$ cat src/mandelbrot_escape_time_pixel_macros.svh
`ifndef MANDELBROT_ESCAPE_TIME_PIXEL_MACROS_SVH
`define MANDELBROT_ESCAPE_TIME_PIXEL_MACROS_SVH

// Same-cycle implication, checked only out of reset
`define MEPT_ASSERT_NOW(lbl, ante, cons, msg) \
	lbl: assert property (@(posedge clk) disable iff (!arst_n) (ante) |-> (cons)) else $error(msg);

// Next-cycle implication, checked only out of reset
`define MEPT_ASSERT_NEXT(lbl, ante, cons, msg) \
	lbl: assert property (@(posedge clk) disable iff (!arst_n) (ante) |=> (cons)) else $error(msg);

`endif

$ cat src/mept_pkg.sv
`timescale 1ns / 1ps

package mept_pkg;

	localparam int FRAC_BITS = 27;
	localparam int COORD_W   = 32;
	localparam int IDX_W     = 12;
	localparam int SPAN_W    = 31;
	localparam int DIM_W     = 13;
	localparam int ITER_W    = 16;
	localparam int GRAY_W    = 8;
	localparam int PROD_W    = 2 * COORD_W;
	localparam int NUM_W     = IDX_W + SPAN_W;
	localparam int DEN_W     = (DIM_W > ITER_W) ? DIM_W : ITER_W;
	localparam int DCNT_W    = $clog2(NUM_W + 1);

	localparam logic [2:0] REG_X_MIN  = 3'd0;
	localparam logic [2:0] REG_Y_MIN  = 3'd1;
	localparam logic [2:0] REG_X_SPAN = 3'd2;
	localparam logic [2:0] REG_Y_SPAN = 3'd3;
	localparam logic [2:0] REG_WIDTH  = 3'd4;
	localparam logic [2:0] REG_HEIGHT = 3'd5;
	localparam logic [2:0] REG_MAXIT  = 3'd6;

	typedef logic signed [COORD_W-1:0] coord_t;
	typedef logic signed [COORD_W:0]   wide_t;

	localparam coord_t COORD_MAX = {1'b0, {(COORD_W-1){1'b1}}};
	localparam coord_t COORD_MIN = {1'b1, {(COORD_W-1){1'b0}}};

	// Saturate a sum that has grown by one bit back into coordinate range
	function automatic coord_t sat_coord(input wide_t v);
		coord_t r;
		if (v[COORD_W] != v[COORD_W-1]) begin
			r = v[COORD_W] ? COORD_MIN : COORD_MAX;
		end else begin
			r = v[COORD_W-1:0];
		end
		return r;
	endfunction

	function automatic coord_t sat_add(input coord_t a, input coord_t b);
		wide_t s;
		s = {a[COORD_W-1], a} + {b[COORD_W-1], b};
		return sat_coord(s);
	endfunction

endpackage

$ cat src/mept_mul.sv
`timescale 1ns / 1ps

module mept_mul (
	input  logic             clk,
	input  mept_pkg::coord_t a,
	input  mept_pkg::coord_t b,
	input  logic             dbl,
	output mept_pkg::coord_t res
);

	logic signed [mept_pkg::PROD_W-1:0] prod_s1;
	logic                               dbl_s1;
	logic signed [mept_pkg::PROD_W-1:0] shifted;
	logic                               ovf;
	mept_pkg::coord_t                   res_s2;

	always_ff @(posedge clk) begin
		prod_s1 <= a * b;
		dbl_s1  <= dbl;
	end

	// arithmetic shift floors; doubling shifts one place less
	always_comb begin
		shifted = dbl_s1 ? (prod_s1 >>> (mept_pkg::FRAC_BITS - 1))
		                 : (prod_s1 >>> mept_pkg::FRAC_BITS);
		ovf = !((&shifted[mept_pkg::PROD_W-1:mept_pkg::COORD_W-1]) ||
		        (~|shifted[mept_pkg::PROD_W-1:mept_pkg::COORD_W-1]));
	end

	always_ff @(posedge clk) begin
		if (ovf) begin
			res_s2 <= shifted[mept_pkg::PROD_W-1] ? mept_pkg::COORD_MIN : mept_pkg::COORD_MAX;
		end else begin
			res_s2 <= shifted[mept_pkg::COORD_W-1:0];
		end
	end

	assign res = res_s2;

endmodule

$ cat config.mk
export PLATFORM = sky130hd
export DESIGN_NAME = mept_mul
export DESIGN_NICKNAME = d
export VERILOG_FILES = /design/src/mandelbrot_escape_time_pixel_macros.svh /design/src/mept_pkg.sv /design/src/mept_mul.sv
export SDC_FILE = /design/constraint.sdc
export NUM_CORES = 2
export LEC_CHECK = 0
export BUFFER_PORTS_ARGS = -buffer_cell sky130_fd_sc_hd__buf_4
export CAP_MARGIN = 5
export CORE_UTILIZATION = 55
export CTS_CLUSTER_DIAMETER = 80
export CTS_CLUSTER_SIZE = 14
export DETAILED_ROUTE_END_ITERATION = 10
export HOLD_SLACK_MARGIN = 0.06
export PLACE_DENSITY_LB_ADDON = 0.08
export SYNTH_ARGS = -nofsm -noshare
export SYNTH_HDL_FRONTEND = slang
export SYNTH_SLANG_ARGS = --single-unit
$ cat constraint.sdc
create_clock -name clk -period 14.28 [get_ports clk]
set_input_delay 1.428 -clock clk [delete_from_list [all_inputs] [get_ports clk]]
set_output_delay 1.428 -clock clk [all_outputs]
set_load 0.1 [all_outputs]
After elaboration in Yosys (flattened, before gate mapping) --
Index checks and enable logic that the tools add are counted.
Storage, ports and cells: logic and storage cells 11, register bits after elaboration 97, output and inout bits 32, input bits 66
Cells by class: multiplexer cells 3, reduce and logical (&&, ||, !) cells 4, multipliers 1
Operators by type and width (number):
- 32-bit by 32-bit multiplier with 64-bit output | 1
- 32-bit 2-to-1 mux | 2
- 37-bit 2-to-1 mux | 1
- 33-bit AND reduction | 1
- 33-bit OR reduction | 1
- 1-bit zero test | 1
- 1-bit logical OR | 1

Logic depth before layout (Yosys ltp) --
depth after elaboration 5, depth in mapped cells 27

Worst setup path after synthesis --
OpenSTA, ideal clock, no wires.
path type input-to-reg, start in b[2], end reg prod_s1[62] (netlist name), stages on the path 24, arrival time 8.469 ns, setup slack 5.726 ns, path buffers 2, data required time 14.194 ns, cell sequence clkbuf_1 -> nand2_1 -> inv_1 -> fa_1 -> fa_1 -> fa_1 -> fa_1 -> inv_1 -> fa_1 -> inv_1 -> fa_1 -> inv_1 -> fa_1 -> fa_1 -> inv_1 -> ha_1 -> clkbuf_1 -> nand2_1 -> a21oi_1 -> a221oi_1 -> nand3b_1 -> nor2b_1 -> a211o_1 -> a211oi_1
Between the ends: word-level cells in the longest chain between the ends 1
Ends and longest elaborated chain:
- from (decl) | RTL line mept_mul.sv:6 | input mept_pkg::coord_t b,
- 32-bit by 32-bit multiplier with 64-bit output | RTL line mept_mul.sv:18 | prod_s1 <= a * b;
- to (signal assigned) | RTL line mept_mul.sv:18
- to (decl) | RTL line mept_mul.sv:11 | logic signed [mept_pkg::PROD_W-1:0] prod_s1;
No other way between the ends.

Worst setup path in the final report --
start in b[5], end reg prod_s1[63] (netlist name)
The elaborated chain is that of the path after synthesis.

==> impl_metrics.csv <==
group,metric,value,unit
worst_setup_path,critPathLaunchType,"input pin",
worst_setup_path,slowest_stage,"sky130_fd_sc_hd__fa_1",
routing,first_pass_iters,5,
timing,rsz0062_at_grt,"false",
timing,highest_clock_frequency_the_design_can_meet,0.111,GHz
routing,drt.antenna.violating_nets,0,
run_status,outcome,"completed",
timing,worst_slew_margin_rel,0.202,
worst_setup_path,cp_num_buf_inv,8,
synth,synthesis.nets,5346,
hold_path,timing.hold.worst.class,"reg -> reg",
cells_and_area,syn_to_final_growth,3.61,%
clocking,clock_sink_count,71,
die,core_region_area,0.0678,sq mm
die,die_span_y,265,um
cells_and_area,drive_gt1_frac,0.0352,
grt,grt-ovfl-total,0,
clocking,cts_post_setup_buffers_inserted,0,
worst_setup_path,ff2ff_setup_slack,11600,ps
routing,num_vias,25900,
synth,synth.yosys.warnings,0,
timing,final-setup-viol-count,0,
grt,wire_length_of_the_first_global_routing_pass,160000,um
grt,grt_max_degree,35,
placement,place.gp.congestion,0.911,
clocking,tritoncts,"done",
synth,synthFlopType,"sky130_fd_sc_hd__dfxtp_1",
placement,port-buffer-count,97,
synth,synth_area_per_cell,9.45,sq um
cells_and_area,final_common_cell,"sky130_fd_sc_hd__fa_1",
die,floorplan.initialDensity,0.560,
placement,detailed_place_hpwl,78400,um
timing,clock_skew,6.37,ps
routing,drt-initial-drc-count,1308,
timing,worst-slew-pin-transition,1190,ps
clocking,clock_pin_slew_of_the_registers_on_the_worst_case_setup_and_hold_paths,60,ps
cells_and_area,antenna_cells_inserted,0,
worst_setup_path,category_of_the_most_critical_setup_path,"in -> reg",
grt,groute.usage.overall,0.294,
synth,synth_cell_type_count,68,
worst_setup_path,max_stage_delay,870,ps
die,floorplan.rows,95,
timing,finalMaxSlewViolations,0,
timing,setup_tns,0,ps
timing,timing_hold_violations_final,0,
clocking,clk_latency,330,ps
timing,post-route-min-period,9010,ps
cells_and_area,leading_cell_types_in_the_layout_fill_and_taps_excluded,"sky130_fd_sc_hd__fa_1 (1,081), sky130_fd_sc_hd__inv_1 (1,003), sky130_fd_sc_hd__nand2_1 (531)",
grt,antenna_found_initial,2,
worst_setup_path,worstSetupEndpointType,"flip-flop",
synth,synth-edff-count,0,
job,cap_viol_max_count,0,
routing,post-route-drc-count,0,
die,design.die.area,0.0701,sq mm
cells_and_area,finalNetCount,5240,
clocking,cts_resized,0,
clocking,cts_root_buf,"sky130_fd_sc_hd__clkbuf_16",
timing,period_share,0.631,
routing,drt-vias-per-instance,5.40,
die,die_width,265,um
synth,synth-seq-cells,71,
worst_setup_path,critPathRequiredTime,14500,ps
synth,yosysSeqAreaShare,0.0374,
worst_setup_path,crit_family,"adder cells",
routing,routed_wirelength,95300,um
synth,syn-cell-area,0.0380,sq mm
clocking,cts.hold.buffers_added,0,
worst_setup_path,timing.critical_path.mode_cell,"sky130_fd_sc_hd__fa_1",
synth,async_set_or_reset_flop_fraction_in_the_synthesized_netlist,0,
grt,grt_pass1_vias,29500,
clocking,clock_tree.htree_level_count,3,
clocking,longest_clk_path_bufs,2,
die,io_pins,98,
synth,post_synth_inst_count,4019,
routing,drt_wl_cell,19.9,um
worst_setup_path,highest_net_fanout_along_the_worst_path,32,
worst_setup_path,timing.critical_path.arrival,9240,ps
clocking,cts_inserted_buffers,9,
-- final timing paths --
kind / depth (start not counted) / endpoint / startpoint
max: 26 / prod_s1[63] / b[5]
min: 0 / res[31] / prod_s1[63]
max reg2reg: 7 / res[1] / dbl_s1
min reg2reg: 0 / res[31] / prod_s1[63]
-- per-layer routing --
metal,global-route usage,up-vias,part of all wire
met5,0,-,0.00028
met4,0.0708,4,0.026
met2,0.550,630,0.54
met3,0.0182,161,0.035
met1,0.370,13800,0.40
li1,-,11300,-
-- state kept, by name (all words and copies together), names as in the netlist --
register	cells
dbl_s1	1
res	32
prod_s1	38
-- cell families after synthesis --
group / Yosys count / share of synthesized area
DFF: 71 / 0.0374
buffers and inverters: 1221 / 0.121
xor gates and xnor gates: 48 / 0.0111
muxes: 34 / 0.00903
and+or+nand+nor: 1167 / 0.154
AOI/OAI and AO/OA: 217 / 0.0381
adders and majority gates: 1261 / 0.629
-- stage by stage --
| stage | area, sq um | utilization | cells | setup slack, ps | hold slack (ps) |
|---|---|---|---|---|---|
| final | 39300 | 0.581 | 4791 | 5270 | 394 |
| after global placement | 39000 | 0.576 | 4775 | 5010 | 384 |
| after floorplan | 38000 | - | 4019 | 5730 | 434 |
| after CTS | 39300 | 0.581 | 4791 | 5270 | 397 |
| after global routing | 39300 | 0.581 | 4791 | 4710 | 402 |
| after detailed placement | 39000 | 0.576 | 4775 | 4920 | 385 |
-- synthesized netlist by cell type, types with 5 or more instances --
library cell	n	area share
sky130_fd_sc_hd__nor2_1	60	0.0059
sky130_fd_sc_hd__a31oi_1	35	0.0058
sky130_fd_sc_hd__nand2b_1	8	0.0013
sky130_fd_sc_hd__nor2b_1	5	0.00082
sky130_fd_sc_hd__nand3_1	11	0.0014
sky130_fd_sc_hd__mux2i_1	32	0.0084
sky130_fd_sc_hd__and2_1	512	0.084
sky130_fd_sc_hd__xor2_1	12	0.0028
sky130_fd_sc_hd__clkbuf_1	213	0.021
sky130_fd_sc_hd__xnor2_1	36	0.0083
sky130_fd_sc_hd__o21a_1	7	0.0014
sky130_fd_sc_hd__nand4_1	13	0.0021
sky130_fd_sc_hd__o31ai_1	5	0.00099
sky130_fd_sc_hd__o211ai_1	6	0.0012
sky130_fd_sc_hd__nand2_1	531	0.052
sky130_fd_sc_hd__a211oi_1	8	0.0016
sky130_fd_sc_hd__nor3_1	7	0.00092
sky130_fd_sc_hd__o21ai_0	23	0.0030
sky130_fd_sc_hd__fa_1	1081	0.57
sky130_fd_sc_hd__inv_1	1003	0.099
sky130_fd_sc_hd__ha_1	180	0.059
sky130_fd_sc_hd__a21o_1	22	0.0043
sky130_fd_sc_hd__dfxtp_1	71	0.037
sky130_fd_sc_hd__a21oi_1	55	0.0072
sky130_fd_sc_hd__o21ai_1	10	0.0013
-- cell type report --
class,count,area (sq um)
multi-input cells,2727,32000
clock buffers,10,229
clock inverters,6,116
inverters,1003,3760
well taps,873,1090
flip-flops and latches,71,1420
repair buffers,101,758
fillers,6120,28400
Power is not shown: default switching activity piles up to over one toggle a cycle in this logic, so the estimate is an artifact.
