**src/mandelbrot_escape_time_pixel_macros.svh**
```systemverilog
`ifndef MANDELBROT_ESCAPE_TIME_PIXEL_MACROS_SVH
`define MANDELBROT_ESCAPE_TIME_PIXEL_MACROS_SVH

// Same-cycle implication, checked only out of reset
`define MEPT_ASSERT_NOW(lbl, ante, cons, msg) \
	lbl: assert property (@(posedge clk) disable iff (!arst_n) (ante) |-> (cons)) else $error(msg);

// Next-cycle implication, checked only out of reset
`define MEPT_ASSERT_NEXT(lbl, ante, cons, msg) \
	lbl: assert property (@(posedge clk) disable iff (!arst_n) (ante) |=> (cons)) else $error(msg);

`endif

```
**src/mept_pkg.sv**
```systemverilog
`timescale 1ns / 1ps

package mept_pkg;

	localparam int FRAC_BITS = 27;
	localparam int COORD_W   = 32;
	localparam int IDX_W     = 12;
	localparam int SPAN_W    = 31;
	localparam int DIM_W     = 13;
	localparam int ITER_W    = 16;
	localparam int GRAY_W    = 8;
	localparam int PROD_W    = 2 * COORD_W;
	localparam int NUM_W     = IDX_W + SPAN_W;
	localparam int DEN_W     = (DIM_W > ITER_W) ? DIM_W : ITER_W;
	localparam int DCNT_W    = $clog2(NUM_W + 1);

	localparam logic [2:0] REG_X_MIN  = 3'd0;
	localparam logic [2:0] REG_Y_MIN  = 3'd1;
	localparam logic [2:0] REG_X_SPAN = 3'd2;
	localparam logic [2:0] REG_Y_SPAN = 3'd3;
	localparam logic [2:0] REG_WIDTH  = 3'd4;
	localparam logic [2:0] REG_HEIGHT = 3'd5;
	localparam logic [2:0] REG_MAXIT  = 3'd6;

	typedef logic signed [COORD_W-1:0] coord_t;
	typedef logic signed [COORD_W:0]   wide_t;

	localparam coord_t COORD_MAX = {1'b0, {(COORD_W-1){1'b1}}};
	localparam coord_t COORD_MIN = {1'b1, {(COORD_W-1){1'b0}}};

	// Saturate a sum that has grown by one bit back into coordinate range
	function automatic coord_t sat_coord(input wide_t v);
		coord_t r;
		if (v[COORD_W] != v[COORD_W-1]) begin
			r = v[COORD_W] ? COORD_MIN : COORD_MAX;
		end else begin
			r = v[COORD_W-1:0];
		end
		return r;
	endfunction

	function automatic coord_t sat_add(input coord_t a, input coord_t b);
		wide_t s;
		s = {a[COORD_W-1], a} + {b[COORD_W-1], b};
		return sat_coord(s);
	endfunction

endpackage

```
**src/mept_div.sv**
```systemverilog
`timescale 1ns / 1ps

module mept_div (
	input  logic                          clk,
	input  logic                          arst_n,
	input  logic                          start,
	input  logic [mept_pkg::NUM_W-1:0]    numer,
	input  logic [mept_pkg::DEN_W-1:0]    divisor,
	output logic                          done,
	output logic [mept_pkg::NUM_W-1:0]    quotient
);

	logic [mept_pkg::NUM_W-1:0]  num_q;
	logic [mept_pkg::DEN_W-1:0]  den_q;
	logic [mept_pkg::DEN_W-1:0]  rem_q;
	logic [mept_pkg::DCNT_W-1:0] cnt_q;
	logic                        run_q;
	logic                        done_q;
	logic [mept_pkg::DEN_W:0]    trial;
	logic                        fits;

	// one restoring step: bring down the next numerator bit
	assign trial = {rem_q, num_q[mept_pkg::NUM_W-1]};
	assign fits  = trial >= {1'b0, den_q};

	always_ff @(posedge clk or negedge arst_n) begin
		if (!arst_n) begin
			run_q  <= 1'b0;
			done_q <= 1'b0;
			cnt_q  <= '0;
		end else begin
			done_q <= 1'b0;
			if (start) begin
				run_q <= 1'b1;
				cnt_q <= mept_pkg::DCNT_W'(mept_pkg::NUM_W);
			end else if (run_q) begin
				cnt_q <= cnt_q - 1'b1;
				if (cnt_q == mept_pkg::DCNT_W'(1)) begin
					run_q  <= 1'b0;
					done_q <= 1'b1;
				end
			end
		end
	end

	always_ff @(posedge clk) begin
		if (start) begin
			num_q <= numer;
			den_q <= divisor;
			rem_q <= '0;
		end else if (run_q) begin
			num_q <= {num_q[mept_pkg::NUM_W-2:0], fits};
			rem_q <= fits ? mept_pkg::DEN_W'(trial - {1'b0, den_q})
			              : trial[mept_pkg::DEN_W-1:0];
		end
	end

	assign done     = done_q;
	assign quotient = num_q;

endmodule

```
**config.mk**
```make
export PLATFORM = sky130hd
export DESIGN_NAME = mept_div
export DESIGN_NICKNAME = d
export VERILOG_FILES = /design/src/mandelbrot_escape_time_pixel_macros.svh /design/src/mept_pkg.sv /design/src/mept_div.sv
export SDC_FILE = /design/constraint.sdc
export NUM_CORES = 1
export LEC_CHECK = 0
export ABC_AREA = 1
export BUFFER_PORTS_ARGS = -buffer_cell sky130_fd_sc_hd__buf_2
export CORE_MARGIN = 10
export CORE_UTILIZATION = 60
export CTS_BUF_LIST = sky130_fd_sc_hd__clkbuf_4
export DETAILED_ROUTE_END_ITERATION = 16
export PLACE_DENSITY = 0.88
export SYNTH_ARGS = -nofsm -noshare
export SYNTH_HDL_FRONTEND = slang
export SYNTH_SLANG_ARGS = --single-unit
```
**constraint.sdc**
```tcl
create_clock -name clk -period 2.66 [get_ports clk]
set_input_delay 0.399 -clock clk [delete_from_list [all_inputs] [get_ports clk]]
set_output_delay 0.399 -clock clk [all_outputs]
set_load 0.02 [all_outputs]
```
# ---- Yosys cells after proc, flatten, opt, wreduce, memory -nomap -nowiden
# Cells that the tools add are included.
dict set report totals {
  wordCells 22
  input_bits 62
  ff_bits 83
  output_inout_bits 44
}
dict set report classes {
  order_cmp 1
  add_sub_neg 2
  muxes 11
  reduce_logical 1
  n_eq_ne 1
}
# cell n
set op_table {}
lappend op_table {{43-bit two-way mux} 2}
lappend op_table {{17-bit by 16-bit >= comparator with 1-bit output} 1}
lappend op_table {{16-bit two-way mux} 1}
lappend op_table {{16-bit subtractor} 1}
lappend op_table {{6-bit two-way mux} 2}
lappend op_table {{6-bit by 1-bit == test with 1-bit output (second input constant)} 1}
lappend op_table {{1-bit two-way mux} 6}
lappend op_table {{6-bit by 1-bit subtractor with 6-bit output (second input constant)} 1}
lappend op_table {{2-bit nonzero test} 1}

# ---- Depth between registers and ports, before layout
dict set report depth {
  depth_word 4
  ltp_mapped 14
  depth_no_buf 14
}

# ---- Worst setup path before layout
# Ideal clock, no wire load.
dict set report synth_path {
  kind {register to register}
  start {register num_q (netlist bit quotient[42])}
  end {register rem_q[14] in the netlist's numbering}
  n_path_buf 0
  path_stages_with_launch 12
  setup_time_ns 0.112
  required_time_ns 2.548
  synth_period_minus_slack_ns 1.944
  setup_slack_ns 0.716
  arrival_time_ns 1.832
  cell_sequence {edfxtp_1 inv_1 ha_1 fa_1 nor2_1 nor2_1 o21ai_1 nand2_1 nand3_1 nand3_2 nand2_1 nand2_1}
}
dict set report synth_via {
  elab_chain_len 2
  word_cells_on_any_way 3
  cone_classes {1 x add/sub; 1 x order compare; 1 x mux}
}
# item line_no
set synth_lines {}
lappend synth_lines {{start: declaration} mept_div.sv:13} ;# logic [mept_pkg::NUM_W-1:0] num_q;
lappend synth_lines {{start signal: assignment} mept_div.sv:48} ;# num_q <= numer;
lappend synth_lines {{start signal: assignment} mept_div.sv:52} ;# num_q <= {num_q[mept_pkg::NUM_W-2:0], fits};
lappend synth_lines {{16-bit subtractor / 17-bit by 16-bit >= comparator with 1-bit output (equally long branches)} {mept_div.sv:53, mept_div.sv:24}}
lappend synth_lines {{16-bit two-way mux (*)} mept_div.sv:53} ;# rem_q <= fits ? mept_pkg::DEN_W'(trial - {1'b0, den_q})
lappend synth_lines {{end signal: assignment} mept_div.sv:53}
lappend synth_lines {{end: declaration} mept_div.sv:15} ;# logic [mept_pkg::DEN_W-1:0] rem_q;
# Every way passes the cells marked *; elsewhere a longest branch is shown, timed or not.
# A chain may end at the register's enable or synchronous reset.

# ---- Worst setup path in the final report
dict set report layout_path {
  start {register den_q[14] in the netlist's numbering}
  end {register rem_q[4] in the netlist's numbering}
}
dict set report layout_via {
  elab_chain_len 2
}
# item line_no
set layout_lines {}
lappend layout_lines {{start: declaration} mept_div.sv:14} ;# logic [mept_pkg::DEN_W-1:0] den_q;
lappend layout_lines {{start signal: assignment} mept_div.sv:49} ;# den_q <= divisor;
lappend layout_lines {{17-bit by 16-bit >= comparator with 1-bit output} mept_div.sv:24} ;# assign fits = trial >= {1'b0, den_q};
lappend layout_lines {{16-bit two-way mux} mept_div.sv:53}
# No other way between the ends.

==> flow_summary.toml <==
[outcome]
status = "completed"

[grt]
grt_pass1_vias = 4009
grt-busiest-layer = "met2"
grt_pass1_wl_um = 19200
grt-ovfl-total = 0
grt_antenna_before_repair = 0
grtUsageMet2_pct = 33.7
grt.met3_usage_pct = 7.66
grt_max_degree = 41
track_usage_pct = 20.8
met1_usage_pct = 25.1

[layout]
drive_gt1_share_pct = 21.4
nets = 754
area_growth_pct = 17.7
final_common_cell = "nand2_1"
final_cells = 777
antennaDiodeCount = 0
layout_common_cells = "246 x nand2_1, 105 x buf_2, 74 x inv_1"

[min_path]
hp-class = "in -> reg"

[setup_path]
crit_type = "reg -> reg"
endpoint_kind = "register"
worstPathRequired_ps = 3010
worstPathArrival_ps = 2460
worstPathMaxFanout = 18
crit_path_start_kind = "register"

[clock_network]
cts-resized-gates = 0
cts_setup_buffers = 0
cts.sinks = 83
cts_buffers = 9
htreeDepth = 3
cts_max_path_buffers = 2
cts_root_buf = "clkbuf_4"
clk_latency_ps = 440
cts_tree = "done"
clkSlewWorstSetupHoldPaths_ps = 120

[power]
p_leak_nw = 2.88
peakVddDrop_uv = 427
powerDensity_mw_per_mm2 = 858

[die]
initial_core_util_pct = 62.3
die_w_um = 107
fp-row-count = 31
ioPinCount = 106
fp.dieArea_mm2 = 0.0114
die_y_um = 107
core-area_mm2 = 0.00729

[placement]
hpwlAfterDp_um = 9100
port_buffers = 105
dp_cells = 760
gp_congestion = 0.930

[drt]
routedWlPerCell_um = 14.9
num_vias = 4001
drc_errors = 0
drt_iter0_drc = 308
ant_nets = 0
drt_first_pass_iters = 5
viasPerCell = 5.15
totalWireLength_um = 11600

[yosys]
yosysSeqAreaShare_pct = 50.5
synth_nets = 646
syn_area_per_cell_um2 = 8.04
netlist_area_mm2 = 0.00454
synth-seq-cells = 83
netlist_instances = 565
synthDistinctLibCells = 34
ys_warn_count = 0

[timing]
drv_slew = 0
setup_tns_ps = 0
grt_setup_unrepaired = "false"
worst_pin_slew_ps = 437
slew_headroom_pct = 70.8
period_share_pct = 79.2
timing.fmax_mhz = 474
finalClockSkew_ps = 21.7
fin_crit_ps = 2110
hold_violations = 0
setup_violations = 0

[job]
drv_cap = 0
Yosys cell counts, drive strengths merged:
library cell | count | share of area, %
a21oi | 13 | 1.6
a22oi | 1 | 0.17
a31oi | 1 | 0.14
buf | 7 | 1.0
clkbuf | 8 | 0.66
dfrtp | 8 | 4.4
dfxtp | 16 | 7.1
edfxtp | 59 | 39
fa | 1 | 0.44
ha | 18 | 5.0
inv | 76 | 6.3
nand2 | 252 | 21
nand3 | 40 | 4.8
nand3b | 7 | 1.2
nand4 | 4 | 0.55
nor2 | 26 | 2.5
nor3 | 7 | 0.77
o21a | 1 | 0.17
o21ai | 13 | 1.5
o21bai | 1 | 0.17
xnor2 | 4 | 0.77
xor2 | 2 | 0.39
what timing repair did:
item / CTS / global route
setup endpoints to repair: 0 / 0
endpoints found under the hold margin: 8 / 0
hold buffers: 1 / 0
worst max-delay path: stages, from the launching register on:
cell	delay, ps
edfxtp_1	340
inv_1	40
ha_1	390
a21oi_2	200
o21a_1	150
nand2_2	70
nor2_4	350
nand2_4	210
nand2_1	130
nand3_1	60
o21ai_0	70
where the power goes:
| group | internal [W] | total [W] | switching (W) |
|---|---|---|---|
| sequential | 0.00160 | 0.00175 | 0.000149 |
| combinational | 0.000717 | 0.00201 | 0.00129 |
| clock | 0.000401 | 0.000824 | 0.000423 |
cell families (layout without fill, tap and decap cells):
group / Yosys count / in the layout / share of synthesized area, %
and+or+nand+nor: 336 / 336 / 31.2
buffers and inverters: 91 / 204 / 7.96
DFF: 83 / 83 / 50.5
AOI/OAI and AO/OA: 30 / 30 / 3.75
adders and majority gates: 19 / 19 / 5.40
xor gates and xnor gates: 6 / 6 / 1.16
registers in the layout, summed over array words and instances, names as in the netlist:
signal	count
quotient	43
den_q	16
run_q	1
done	1
cnt_q	6
rem_q	16
area by class of cell:
| cell class | instances | area (um^2) |
|---|---|---|
| clock inverter | 5 | 80.1 |
| inverter | 76 | 285 |
| fill | 563 | 1950 |
| timing repair buffer | 112 | 593 |
| sequential | 83 | 2290 |
| tap | 99 | 124 |
| clock buffer | 11 | 82.6 |
| multi-input combinational | 391 | 1890 |
metal layers:
| metal | vias to the layer above | share of wire (%) |
|---|---|---|
| li1 | 2010 | - |
| met1 | 1812 | 41 |
| met4 | 0 | 1.5 |
| met2 | 166 | 48 |
| met3 | 13 | 10 |
| met5 | - | 0 |
metrics by stage:
stage	hold slack [ps]	area, um^2	total power (W)	setup WS (ps)	util (%)
CTS	110	5340	0.00458	551	73.3
finish	131	5340	0.00459	552	73.3
global route	104	5340	0.00496	379	73.3
detailed placement	250	5170	0.00375	580	70.9
floorplan	103	4540	0.00329	716	-
global placement	245	5170	0.00370	599	70.9
final timing paths:
kind | slack [ps] | to | start | cells past startpoint
max in group asynchronous | 2180 | cnt_q[0] | arst_n | 2
worst max-delay path | 550 | rem_q[4] | den_q[14] | 10
worst max register to register | 550 | rem_q[4] | den_q[14] | 10
worst min-delay path | 130 | den_q[5] | divisor[5] | 1
min in group asynchronous | 310 | cnt_q[2] | arst_n | 2
worst min register to register | 480 | rem_q[12] | rem_q[12] | 2
Note: power is estimated with default switching activity, not from simulation.
